## config.mk

```make
export PLATFORM = sky130hd
export DESIGN_NAME = sha256_message_hasher_core
export DESIGN_NICKNAME = d
export VERILOG_FILES = /design/src/hdl/sha_pkg.sv /design/src/hdl/sha_datapath.sv /design/src/hdl/sha_control.sv /design/src/hdl/sha256_message_hasher_core.sv
export SDC_FILE = /design/constraint.sdc
export NUM_CORES = 2
export LEC_CHECK = 0
export ABC_CLOCK_PERIOD_IN_PS = 8150
export BUFFER_PORTS_ARGS = -buffer_cell sky130_fd_sc_hd__buf_2
export CORE_MARGIN = 1.5
export CORE_UTILIZATION = 59
export DETAILED_ROUTE_END_ITERATION = 7
export PLACE_DENSITY = 0.78
export SKIP_LAST_GASP = 1
export SLEW_MARGIN = 40
export SYNTH_ARGS = -nofsm -noshare
export SYNTH_HDL_FRONTEND = slang
export SYNTH_SLANG_ARGS = --single-unit
```

## constraint.sdc

```tcl
create_clock -name clock -period 8.15 [get_ports clock]
set_input_delay 1.2225 -clock clock [delete_from_list [all_inputs] [get_ports clock]]
set_output_delay 1.2225 -clock clock [all_outputs]
set_load 0.05 [all_outputs]
```

## src/hdl/sha_pkg.sv

```systemverilog
// ---------------------------------------------------------------------------
// SHA-256 hasher package
// Round constants, initial hash values and shared helper functions.
// ---------------------------------------------------------------------------
package sha_pkg;

   localparam int unsigned COUNT_W = 61;

   typedef struct packed {
      logic load_byte;   // write req byte into block buffer
      logic pad_start;   // write the 0x80 mark at current fill position
      logic pad_step;    // write one padding byte
      logic start_comp;  // start a 64-round compression
      logic emit_reset;  // digest delivered, restore initial hash
   } sha_cmd_type;

   typedef struct packed {
      logic       comp_busy;  // compression or fold in progress
      logic [5:0] fill_pos;   // byte count mod 64
      logic [5:0] pad_pos;    // next padding byte slot
   } sha_stat_type;

   function automatic logic [31:0] round_k(input logic [5:0] idx);
      logic [31:0] k;
      begin
         case (idx)
            6'd0: k = 32'h428A2F98;  6'd1: k = 32'h71374491;
            6'd2: k = 32'hB5C0FBCF;  6'd3: k = 32'hE9B5DBA5;
            6'd4: k = 32'h3956C25B;  6'd5: k = 32'h59F111F1;
            6'd6: k = 32'h923F82A4;  6'd7: k = 32'hAB1C5ED5;
            6'd8: k = 32'hD807AA98;  6'd9: k = 32'h12835B01;
            6'd10: k = 32'h243185BE; 6'd11: k = 32'h550C7DC3;
            6'd12: k = 32'h72BE5D74; 6'd13: k = 32'h80DEB1FE;
            6'd14: k = 32'h9BDC06A7; 6'd15: k = 32'hC19BF174;
            6'd16: k = 32'hE49B69C1; 6'd17: k = 32'hEFBE4786;
            6'd18: k = 32'h0FC19DC6; 6'd19: k = 32'h240CA1CC;
            6'd20: k = 32'h2DE92C6F; 6'd21: k = 32'h4A7484AA;
            6'd22: k = 32'h5CB0A9DC; 6'd23: k = 32'h76F988DA;
            6'd24: k = 32'h983E5152; 6'd25: k = 32'hA831C66D;
            6'd26: k = 32'hB00327C8; 6'd27: k = 32'hBF597FC7;
            6'd28: k = 32'hC6E00BF3; 6'd29: k = 32'hD5A79147;
            6'd30: k = 32'h06CA6351; 6'd31: k = 32'h14292967;
            6'd32: k = 32'h27B70A85; 6'd33: k = 32'h2E1B2138;
            6'd34: k = 32'h4D2C6DFC; 6'd35: k = 32'h53380D13;
            6'd36: k = 32'h650A7354; 6'd37: k = 32'h766A0ABB;
            6'd38: k = 32'h81C2C92E; 6'd39: k = 32'h92722C85;
            6'd40: k = 32'hA2BFE8A1; 6'd41: k = 32'hA81A664B;
            6'd42: k = 32'hC24B8B70; 6'd43: k = 32'hC76C51A3;
            6'd44: k = 32'hD192E819; 6'd45: k = 32'hD6990624;
            6'd46: k = 32'hF40E3585; 6'd47: k = 32'h106AA070;
            6'd48: k = 32'h19A4C116; 6'd49: k = 32'h1E376C08;
            6'd50: k = 32'h2748774C; 6'd51: k = 32'h34B0BCB5;
            6'd52: k = 32'h391C0CB3; 6'd53: k = 32'h4ED8AA4A;
            6'd54: k = 32'h5B9CCA4F; 6'd55: k = 32'h682E6FF3;
            6'd56: k = 32'h748F82EE; 6'd57: k = 32'h78A5636F;
            6'd58: k = 32'h84C87814; 6'd59: k = 32'h8CC70208;
            6'd60: k = 32'h90BEFFFA; 6'd61: k = 32'hA4506CEB;
            6'd62: k = 32'hBEF9A3F7; default: k = 32'hC67178F2;
         endcase
         return k;
      end
   endfunction

   function automatic logic [31:0] init_h(input logic [2:0] idx);
      logic [31:0] h;
      begin
         case (idx)
            3'd0: h = 32'h6A09E667; 3'd1: h = 32'hBB67AE85;
            3'd2: h = 32'h3C6EF372; 3'd3: h = 32'hA54FF53A;
            3'd4: h = 32'h510E527F; 3'd5: h = 32'h9B05688C;
            3'd6: h = 32'h1F83D9AB; default: h = 32'h5BE0CD19;
         endcase
         return h;
      end
   endfunction

   localparam logic [7:0] PAD_MARK = 8'h80;
   localparam logic [5:0] LEN_POS  = 6'd56;

endpackage

```

## src/hdl/sha_datapath.sv

```systemverilog
// ---------------------------------------------------------------------------
// SHA-256 datapath
// Block buffer, byte count, padding writer, round unit and hash state.
// ---------------------------------------------------------------------------
module sha_datapath import sha_pkg::*; (
   input  logic         clock,
   input  logic         reset,
   input  sha_cmd_type  cmd,
   input  logic [7:0]   in_byte,
   input  logic [2:0]   out_sel,
   output sha_stat_type stat,
   output logic [31:0]  out_word
);

   logic [COUNT_W-1:0] count_ff, count_in;
   logic [5:0]         pad_pos_ff, pad_pos_in;
   logic               pad_len_ff, pad_len_in;   // padding block carries length
   logic               busy_ff, busy_in;
   logic [5:0]         round_ff, round_in;
   logic [31:0]        w_ff [16];                // block bytes, then schedule window
   logic [31:0]        v_ff [8];
   logic [31:0]        h_ff [8];
   logic               fin_ff;                   // last round done, fold into h

   logic [63:0]        bit_len;
   logic [7:0]         pad_byte, wr_byte;
   logic [5:0]         fill_pos, wr_pos;
   logic               wr_en;
   logic [31:0]        w_cur, w_new, s0, s1, t1, t2, e, a;

   assign fill_pos = count_ff[5:0];
   assign bit_len  = {count_ff, 3'b000};

   // length bytes go big-endian into slots 56..63
   always_comb begin
      if (pad_len_ff && pad_pos_ff >= LEN_POS)
         pad_byte = 8'(bit_len >> {~pad_pos_ff[2:0], 3'b000});
      else
         pad_byte = 8'h00;
   end

   always_comb begin
      wr_en  = cmd.load_byte || cmd.pad_start || cmd.pad_step;
      wr_pos = cmd.pad_step ? pad_pos_ff : fill_pos;
      if (cmd.load_byte)
         wr_byte = in_byte;
      else if (cmd.pad_start)
         wr_byte = PAD_MARK;
      else
         wr_byte = pad_byte;
   end

   // schedule: window slot 0 is w[t]; shifted each round
   always_comb begin
      s0    = {w_ff[1][6:0], w_ff[1][31:7]} ^ {w_ff[1][17:0], w_ff[1][31:18]}
              ^ (w_ff[1] >> 3);
      s1    = {w_ff[14][16:0], w_ff[14][31:17]} ^ {w_ff[14][18:0], w_ff[14][31:19]}
              ^ (w_ff[14] >> 10);
      w_new = w_ff[0] + s0 + w_ff[9] + s1;
      w_cur = w_ff[0];
      e     = v_ff[4];
      a     = v_ff[0];
      t1    = v_ff[7] + ({e[5:0], e[31:6]} ^ {e[10:0], e[31:11]} ^ {e[24:0], e[31:25]})
              + ((e & v_ff[5]) ^ (~e & v_ff[6])) + round_k(round_ff) + w_cur;
      t2    = ({a[1:0], a[31:2]} ^ {a[12:0], a[31:13]} ^ {a[21:0], a[31:22]})
              + ((a & v_ff[1]) ^ (a & v_ff[2]) ^ (v_ff[1] & v_ff[2]));
   end

   always_comb begin
      count_in   = count_ff;
      pad_pos_in = pad_pos_ff;
      pad_len_in = pad_len_ff;
      busy_in    = busy_ff;
      round_in   = round_ff;
      if (cmd.load_byte)
         count_in = count_ff + COUNT_W'(1);
      if (cmd.pad_start) begin
         pad_pos_in = fill_pos + 6'd1;
         // mark in the last slot: the length goes into a fresh block
         pad_len_in = (fill_pos < LEN_POS) || (fill_pos == 6'd63);
      end
      if (cmd.pad_step) begin
         pad_pos_in = pad_pos_ff + 6'd1;
         if (pad_pos_ff == 6'd63)
            pad_len_in = 1'b1;
      end
      if (cmd.start_comp) begin
         busy_in  = 1'b1;
         round_in = 6'd0;
      end else if (busy_ff) begin
         round_in = round_ff + 6'd1;
         if (round_ff == 6'd63)
            busy_in = 1'b0;
      end
      if (cmd.emit_reset)
         count_in = '0;
   end

   always_ff @(posedge clock) begin
      if (reset) begin
         count_ff   <= '0;
         busy_ff    <= 1'b0;
         fin_ff     <= 1'b0;
         pad_pos_ff <= '0;
         pad_len_ff <= 1'b0;
         round_ff   <= '0;
      end else begin
         count_ff   <= count_in;
         busy_ff    <= busy_in;
         fin_ff     <= busy_ff && round_ff == 6'd63;
         pad_pos_ff <= pad_pos_in;
         pad_len_ff <= pad_len_in;
         round_ff   <= round_in;
      end
   end

   // bytes land big-endian in the window words; rounds shift the window
   always_ff @(posedge clock) begin
      if (busy_ff) begin
         for (int i = 0; i < 15; i++)
            w_ff[i] <= w_ff[i+1];
         w_ff[15] <= w_new;
      end else if (wr_en) begin
         w_ff[wr_pos[5:2]][{~wr_pos[1:0], 3'b000} +: 8] <= wr_byte;
      end
   end

   always_ff @(posedge clock) begin
      if (cmd.start_comp) begin
         for (int i = 0; i < 8; i++)
            v_ff[i] <= h_ff[i];
      end else if (busy_ff) begin
         for (int i = 1; i < 8; i++)
            v_ff[i] <= v_ff[i-1];
         v_ff[4] <= v_ff[3] + t1;
         v_ff[0] <= t1 + t2;
      end
   end

   always_ff @(posedge clock) begin
      if (reset || cmd.emit_reset) begin
         for (int i = 0; i < 8; i++)
            h_ff[i] <= init_h(3'(i));
      end else if (fin_ff) begin
         for (int i = 0; i < 8; i++)
            h_ff[i] <= h_ff[i] + v_ff[i];
      end
   end

   assign stat.comp_busy = busy_ff || fin_ff;
   assign stat.fill_pos  = fill_pos;
   assign stat.pad_pos   = pad_pos_ff;
   assign out_word       = h_ff[out_sel];

`ifndef SYNTHESIS
   a_start_idle: assert property (@(posedge clock) disable iff (reset)
      cmd.start_comp |-> !busy_ff && !fin_ff)
      else $error("compression started while busy");
   a_fold_after_last: assert property (@(posedge clock) disable iff (reset)
      busy_ff && round_ff == 6'd63 |=> fin_ff && !busy_ff)
      else $error("fold did not follow last round");
   a_no_load_busy: assert property (@(posedge clock) disable iff (reset)
      busy_ff |-> !cmd.load_byte && !cmd.pad_start && !cmd.pad_step)
      else $error("buffer written during compression");
`endif

endmodule

```

## src/hdl/sha_control.sv

```systemverilog
// ---------------------------------------------------------------------------
// SHA-256 controller
// Sequences byte loads, padding, compressions and digest output.
// ---------------------------------------------------------------------------
module sha_control import sha_pkg::*; (
   input  logic         clock,
   input  logic         reset,
   input  logic         req_valid,
   output logic         req_stall,
   input  logic         req_byte_present,
   input  logic         req_end_of_message,
   input  sha_stat_type stat,
   output sha_cmd_type  cmd,
   output logic [2:0]   out_sel,
   output logic         rsp_valid,
   input  logic         rsp_stall
);

   localparam logic [2:0] ST_IDLE  = 3'd0;
   localparam logic [2:0] ST_START = 3'd1;   // kick off a compression
   localparam logic [2:0] ST_RUN   = 3'd2;   // wait for rounds and fold
   localparam logic [2:0] ST_MARK  = 3'd3;   // write the 0x80 mark
   localparam logic [2:0] ST_FILL  = 3'd4;   // write zero and length bytes
   localparam logic [2:0] ST_OUT   = 3'd5;   // emit digest words

   // where to go once the running compression is done
   localparam logic [1:0] AFT_IDLE = 2'd0;
   localparam logic [1:0] AFT_MARK = 2'd1;
   localparam logic [1:0] AFT_FILL = 2'd2;
   localparam logic [1:0] AFT_OUT  = 2'd3;

   logic [2:0] state_ff, state_in;
   logic [1:0] after_ff, after_in;
   logic [2:0] sel_ff, sel_in;
   logic       acc;

   assign req_stall = (state_ff != ST_IDLE);
   assign acc       = req_valid && !req_stall;
   assign rsp_valid = (state_ff == ST_OUT);
   assign out_sel   = sel_ff;

   always_comb begin
      state_in = state_ff;
      after_in = after_ff;
      sel_in   = sel_ff;
      cmd      = '0;
      unique case (state_ff)
         ST_IDLE: begin
            if (acc) begin
               cmd.load_byte = req_byte_present;
               if (req_byte_present && stat.fill_pos == 6'd63) begin
                  state_in = ST_START;
                  after_in = req_end_of_message ? AFT_MARK : AFT_IDLE;
               end else if (req_end_of_message) begin
                  state_in = ST_MARK;
               end
            end
         end
         ST_START: begin
            cmd.start_comp = 1'b1;
            state_in       = ST_RUN;
         end
         ST_RUN: begin
            if (!stat.comp_busy) begin
               unique case (after_ff)
                  AFT_IDLE: state_in = ST_IDLE;
                  AFT_MARK: state_in = ST_MARK;
                  AFT_FILL: begin
                     state_in = ST_FILL;
                     after_in = AFT_OUT;
                  end
                  default:  state_in = ST_OUT;
               endcase
            end
         end
         ST_MARK: begin
            cmd.pad_start = 1'b1;
            if (stat.fill_pos == 6'd63) begin
               state_in = ST_START;
               after_in = AFT_FILL;
            end else begin
               state_in = ST_FILL;
               after_in = (stat.fill_pos < LEN_POS) ? AFT_OUT : AFT_FILL;
            end
         end
         ST_FILL: begin
            cmd.pad_step = 1'b1;
            if (stat.pad_pos == 6'd63)
               state_in = ST_START;
         end
         ST_OUT: begin
            if (!rsp_stall) begin
               sel_in = sel_ff + 3'd1;
               if (sel_ff == 3'd7) begin
                  cmd.emit_reset = 1'b1;
                  state_in       = ST_IDLE;
               end
            end
         end
         default: state_in = ST_IDLE;
      endcase
   end

   always_ff @(posedge clock) begin
      if (reset) begin
         state_ff <= ST_IDLE;
         after_ff <= AFT_IDLE;
         sel_ff   <= '0;
      end else begin
         state_ff <= state_in;
         after_ff <= after_in;
         sel_ff   <= sel_in;
      end
   end

`ifndef SYNTHESIS
   a_rsp_hold: assert property (@(posedge clock) disable iff (reset)
      rsp_valid && rsp_stall |=> rsp_valid && $stable(sel_ff))
      else $error("stalled digest word changed");
   a_last_sel: assert property (@(posedge clock) disable iff (reset)
      rsp_valid && !rsp_stall && sel_ff == 3'd7 |=> state_ff == ST_IDLE)
      else $error("digest did not end after last word");
   a_out_quiet: assert property (@(posedge clock) disable iff (reset)
      rsp_valid |-> !stat.comp_busy)
      else $error("digest shown during compression");
`endif

endmodule

```

## src/hdl/sha256_message_hasher_core.sv

```systemverilog
// ---------------------------------------------------------------------------
// SHA-256 message hasher core
// Byte-stream SHA-256 with padding and eight-word digest output.
// ---------------------------------------------------------------------------
// Usage:
//   req_* channel: one transfer carries an optional message byte
//   (req_byte_present) and an optional end-of-message mark; an end mark
//   with no byte before it hashes the empty message.
//   rsp_* channel: after the end mark, eight transfers carry the digest
//   words, index 0 first, rsp_last_word on index 7.
// Sequencing:
//   A byte that does not complete a block is taken without a stall. The 64th
//   byte of a block stalls the input through a start state, 64 rounds on the
//   shared round unit, a fold and a return to idle. The end mark costs a
//   marker state, one padding byte per cycle for the remaining padding and
//   one or two compressions; the digest words then follow one per cycle
//   while rsp_stall is low.
// Reset: synchronous; hash returns to the initial values, byte count zero.
// Stall: while rsp_stall is high the current digest word holds; no new
//   request is taken until the eighth word transfers.
// ---------------------------------------------------------------------------
module sha256_message_hasher_core import sha_pkg::*; (
   input  logic        clock,
   input  logic        reset,
   input  logic        req_valid,
   output logic        req_stall,
   input  logic [7:0]  req_data_byte,
   input  logic        req_byte_present,
   input  logic        req_end_of_message,
   output logic        rsp_valid,
   input  logic        rsp_stall,
   output logic [31:0] rsp_digest_word,
   output logic [2:0]  rsp_word_index,
   output logic        rsp_last_word
);

   sha_cmd_type  cmd;
   sha_stat_type stat;
   logic [2:0]   out_sel;

   sha_control u_ctrl (
      .clock              (clock),
      .reset              (reset),
      .req_valid          (req_valid),
      .req_stall          (req_stall),
      .req_byte_present   (req_byte_present),
      .req_end_of_message (req_end_of_message),
      .stat               (stat),
      .cmd                (cmd),
      .out_sel            (out_sel),
      .rsp_valid          (rsp_valid),
      .rsp_stall          (rsp_stall)
   );

   sha_datapath u_dp (
      .clock    (clock),
      .reset    (reset),
      .cmd      (cmd),
      .in_byte  (req_data_byte),
      .out_sel  (out_sel),
      .stat     (stat),
      .out_word (rsp_digest_word)
   );

   assign rsp_word_index = out_sel;
   assign rsp_last_word  = (out_sel == 3'd7);

endmodule
```

* Yosys cells after proc, flatten, opt, wreduce, memory -nomap -nowiden
Memories as Yosys holds them, arrays and structs flattened. A register that Yosys moved wholly into a read port is not among the register bits.
Cells that the tools add are included.
** Word-level totals
- Register bits after elaboration :: 84
- Bits in writable memories :: 1024
- Bits in read-only memories :: 2048
- Input port bits :: 14
- Output and inout port bits :: 38
- Word-level logic and storage cells :: 203
- Memories :: 4
** Cells by class
- Add/subtract/negate cells :: 24
- Magnitude comparators :: 2
- Equality and inequality tests :: 19
- Shift operators :: 3
- Multiplexer cells :: 84
- Bitwise operators :: 37
- Reduce and logical (&&, ||, !) cells :: 21
** Memory list
- (name not given) :: words 64, bits a word 32, read ports 1, clocked after memory_dff 1, wr ports 0, line sha_pkg.sv:26 : case (idx)
- u_dp.w_ff :: words 16, bits a word 32, read ports 16, clocked after memory_dff 0, wr ports 16, line sha_datapath.sv:20 : logic [31:0] w_ff [16];
- u_dp.h_ff :: words 8, bits a word 32, read ports 9, clocked after memory_dff 1, wr ports 8, line sha_datapath.sv:22 : logic [31:0] h_ff [8];
- u_dp.v_ff :: words 8, bits a word 32, read ports 8, clocked after memory_dff 0, wr ports 8, line sha_datapath.sv:21 : logic [31:0] v_ff [8];
** Operators by type and width (number)
- two-way mux 32 bit :: 28
- adder 32 bit :: 18
- XOR 32 bit :: 9
- bitwise AND 32 bit :: 5
- right shift 64 x 6 -> 8 bit :: 1
- adder 61 x 1 -> 61 bit, second input constant :: 1
- NOT 32 bit :: 1
- OR reduction 32 bit :: 1
- variable shift 8 x 7 -> 32 bit, first input constant :: 1
- variable part select 8 x 7 -> 32 bit :: 1
- XOR 32 x 22 -> 32 bit :: 1
- XOR 32 x 29 -> 32 bit :: 1
- two-way mux 3 bit :: 10
- two-way mux 6 bit :: 5
- two-way mux 1 bit :: 29
- two-way mux 8 bit :: 3
- adder 6 x 1 -> 6 bit, second input constant :: 3
- == test 6 bit, second input constant :: 3
- case mux 3 bit (6 select lines) :: 1
- OR 1 bit :: 17
- two-way mux 2 bit :: 5
- != test 2 x 1 -> 1 bit, second input constant :: 5
- == test 3 bit, second input constant :: 3
- case mux 3 bit (3 select lines) :: 1
- 26 further kinds :: 37

* Longest topological paths before layout
- Depth after elaboration :: 12
- Depth in mapped cells :: 34
- Mapped depth without buffers :: 33

* By module
Synthesis repeated with hierarchy kept, for this count alone.
** Second synthesis, totals
- Cell total of the unflattened synthesis :: 7251
- Area, all modules :: 77292.9 µm²
** By module, submodules not included
- sha_datapath :: times used 1, cells an instance 7179, area each 76719.8 µm², seq. area each 32911.6 µm²
- sha_control :: times used 1, cells an instance 71, area each 566.8 µm², seq. area each 160.2 µm²
- sha256_message_hasher_core :: times used 1, cells an instance 1, area each 6.3 µm², seq. area each 0.0 µm²

* Worst setup path before layout
OpenSTA, ideal clock, no wires.
- Path type :: input port to flip-flop
- Start point :: input rsp_stall
- End point :: memory u_dp.h_ff[0][0] (enable)
- Setup time :: 664 ps
- Arrival :: 7878 ps
- Required time :: 7486 ps
- Setup slack :: -393 ps
- Stages :: 5
- Path buffers :: 2
- Cells stage by stage :: nor2_1 > a21oi_1 > clkbuf_1 > clkbuf_1 > nand2b_1
** RTL lines
- start: declaration :: line sha256_message_hasher_core.sv:31 : input logic rsp_stall,
- end: declaration :: line sha_datapath.sv:22

==> impl_results.md <==
* Fmax at 0.1290 GHz
* Clk pin slew, worst setup/hold paths at 60 ps
* Critical-path top delay cell: fa_1
* Count of final setup violators at 0
* Synth Flop Type: edfxtp_1
* Antenna-violating nets left at 0
* DR pass1 iterations at 8
* Gr usage total at 34.58%
* Crit-path max cell delay at 510 ps
* Setup CP Type: flop to flop
* CTS tree: yes
* Clk buf depth at 3
* Cell taking the most area after synthesis: edfxtp_1
* Min Tclk post-route at 7749 ps
* First DRT Iteration DRCs at 7,004
* # IOs at 52
* Placement Rows at 131
* Core outline area at 127,800 um^2
* Post-layout nets at 7,404
* CTS buffer count at 130
* Req. time, crit path at 8680 ps
* Worst Setup SP: u_dp.v_ff[0][155]$_DFFE_PP_
* Netlist cell types at 92
* Wirelength per Cell at 26.80 um
* WL final at 229.6 mm
* Sequential cell area at 33,150 um^2
* HP Class: flop to flop
* Ratio of cells with drive above 1 in the final layout at 18.45%
* Area of the multi-input gates at 40,850 um^2
* GRT overflow at 0
* Count leader, synth: edfxtp_1
* Max-Cap Viols at 0
* Initial antenna violation count at 11
* Detail Placement HPWL at 169.4 mm
* Worst slew pin tran at 954.1 ps
* Top-area cell type share of the netlist area at 40.31%
* Slew Limit Fails at 0
* FILL cells at 9,551
* Area Overhead vs Synth at 8.526%
* Syn Area/Cell at 11.20 um^2
* Largest net degree at the start of global routing at 165
* Die area at 131,500 um^2
* Syn_nets at 7,418
* Port bufs at 51
* YS warnings at 0
* Crit path launch type: flop
* Reg-to-reg critical path startpoint: u_dp.v_ff[0][155]$_DFFE_PP_
* First-pass GRT wire length at 341.9 mm
* Via/cell ratio at 6.552
* Worst reg2reg setup slack at 400 ps
* Top post-synthesis cells by area: edfxtp_1 40%, mux2_2 10%, ha_1 6.5%
* Post-synth EDFFs at 1,024
* Initial Util at 59.67%
* Status: finished clean
* Share of synthesized flip-flops with an asynchronous set or reset at 0%
* CP max FO at 4
* Hold-fix buffers, CTS at 0
* Crit path DAT at 8280 ps
* Vias in the first global route at 54.94k
* Total number of vias at 56.12k
* Top cells by count, synth: 1,024 x edfxtp_1, 693 x mux2_2, 498 x nand2_1
* Sink Count at 1,143
* Final setup skew at 28.10 ps
* Mapped Area at 76,280 um^2
* Post-route DRC at 0
* Root Buffer: clkbuf_16
* Die height at 362.6 um
* RePlAce Congestion at 1.022
* Seq/Total Area, Yosys at 43.43%
* Placed Area at 78,420 um^2
* Hold path startpoint: u_dp.w_ff[8][25]$_DFFE_PP_
* Design Area, Final at 82,790 um^2
* Htree depth at 4
* Final Hold Fails at 0
* Critical Path Sink Type: flop
* Worst-Skew Late Latency at 800 ps
* DIE WIDTH at 362.6 um
* #FFs+latches synth at 1,143
* Period utilisation layout at 95.08%
* Relative slew slack at 35.56%
* Final setup TNS at 0 ps
* Mapped Cells at 6,812
[kinds of logic (layout without fill, tap and decap cells)]
kind of cell	count (synthesis)	in the layout	synth area share (%)
and+or+nand+nor	1592	1592	9.795
AOI/OAI and AO/OA	1353	1353	11.12
DFF	1143	1143	43.43
muxes	825	825	13.23
buffers and inverters	655	744	3.269
xor gates and xnor gates	629	629	7.222
adders and majority gates	615	615	11.93
other	0	3	0
[flip-flops by register name, indices dropped and copies added, names as in the netlist, 3 cells and up, named ones only]
signal and count:
u_dp.v_ff 256, u_dp.round_ff 6, u_dp.pad_pos_ff 6, u_dp.count_ff 61, u_ctrl.state_ff 3, u_dp.h_ff 256
u_ctrl.out_sel 3, u_dp.w_ff 512
[worst paths after layout]
path | cells past startpoint | to
worst max-delay path | 34 | u_dp.v_ff[0][31]$_DFFE_PP_
worst max register to register | 34 | u_dp.v_ff[0][31]$_DFFE_PP_
worst min-delay path | 2 | u_dp.w_ff[7][25]$_DFFE_PP_
worst min register to register | 2 | u_dp.w_ff[7][25]$_DFFE_PP_
[layout by cell type, fill, tap and decap left out, drive strengths merged, types with 160 or more instances in the layout]
master,n
inv,358
mux2,693
a21o,178
nor2,489
xnor2,391
xor2,238
o21ai,390
nand2,498
ha,397
clkbuf,160
fa,195
a21oi,371
edfxtp,1024
[critical path, delay by kind of cell (launching register included)]
| family | cells | cell delay, ps |
|---|---|---|
| compound gates | 16 | 2800 |
| xor+xnor | 5 | 760 |
| fa+ha+maj | 6 | 2610 |
| buf+inv | 4 | 350 |
| flops | 1 | 410 |
| simple gates | 3 | 580 |
[layout make-up]
type,instances,share of cell area [%]
clock buffers,160,4.155
diodes,3,0.009068
multi-input cells,5014,49.35
inverters,351,1.591
well taps,1662,2.512
flip-flops and latches,1143,40.04
repair buffers,158,1.425
clock inverters,75,0.9174
[per-layer routing]
metal / GRT usage [%] / share of wire (%)
met1: 45.68 / 39
met2: 54.79 / 46
met3: 7.215 / 10
met4: 16.01 / 5.2
met5: 0 / 0.023
[stage by stage]
step | hold WS, ps | instances | setup slack (ps) | utilization (%)
floorplan | 468.1 | 6812 | 818.8 | -
global placement | 500.6 | 8323 | 202.6 | 61.27
detailed placement | 508.0 | 8324 | 94.41 | 61.34
CTS | 523.6 | 8559 | 44.78 | 64.63
global route | 546.9 | 8563 | -25.79 | 64.75
finish | 526.1 | 8566 | 400.9 | 64.75
[repair_timing]
action	in CTS	in global routing
resized for setup	0	8
setup buffers	0	1
setup endpoints to repair	0	6
Power is not shown: default switching activity piles up to over one toggle a cycle in this logic, so the estimate is an artifact.
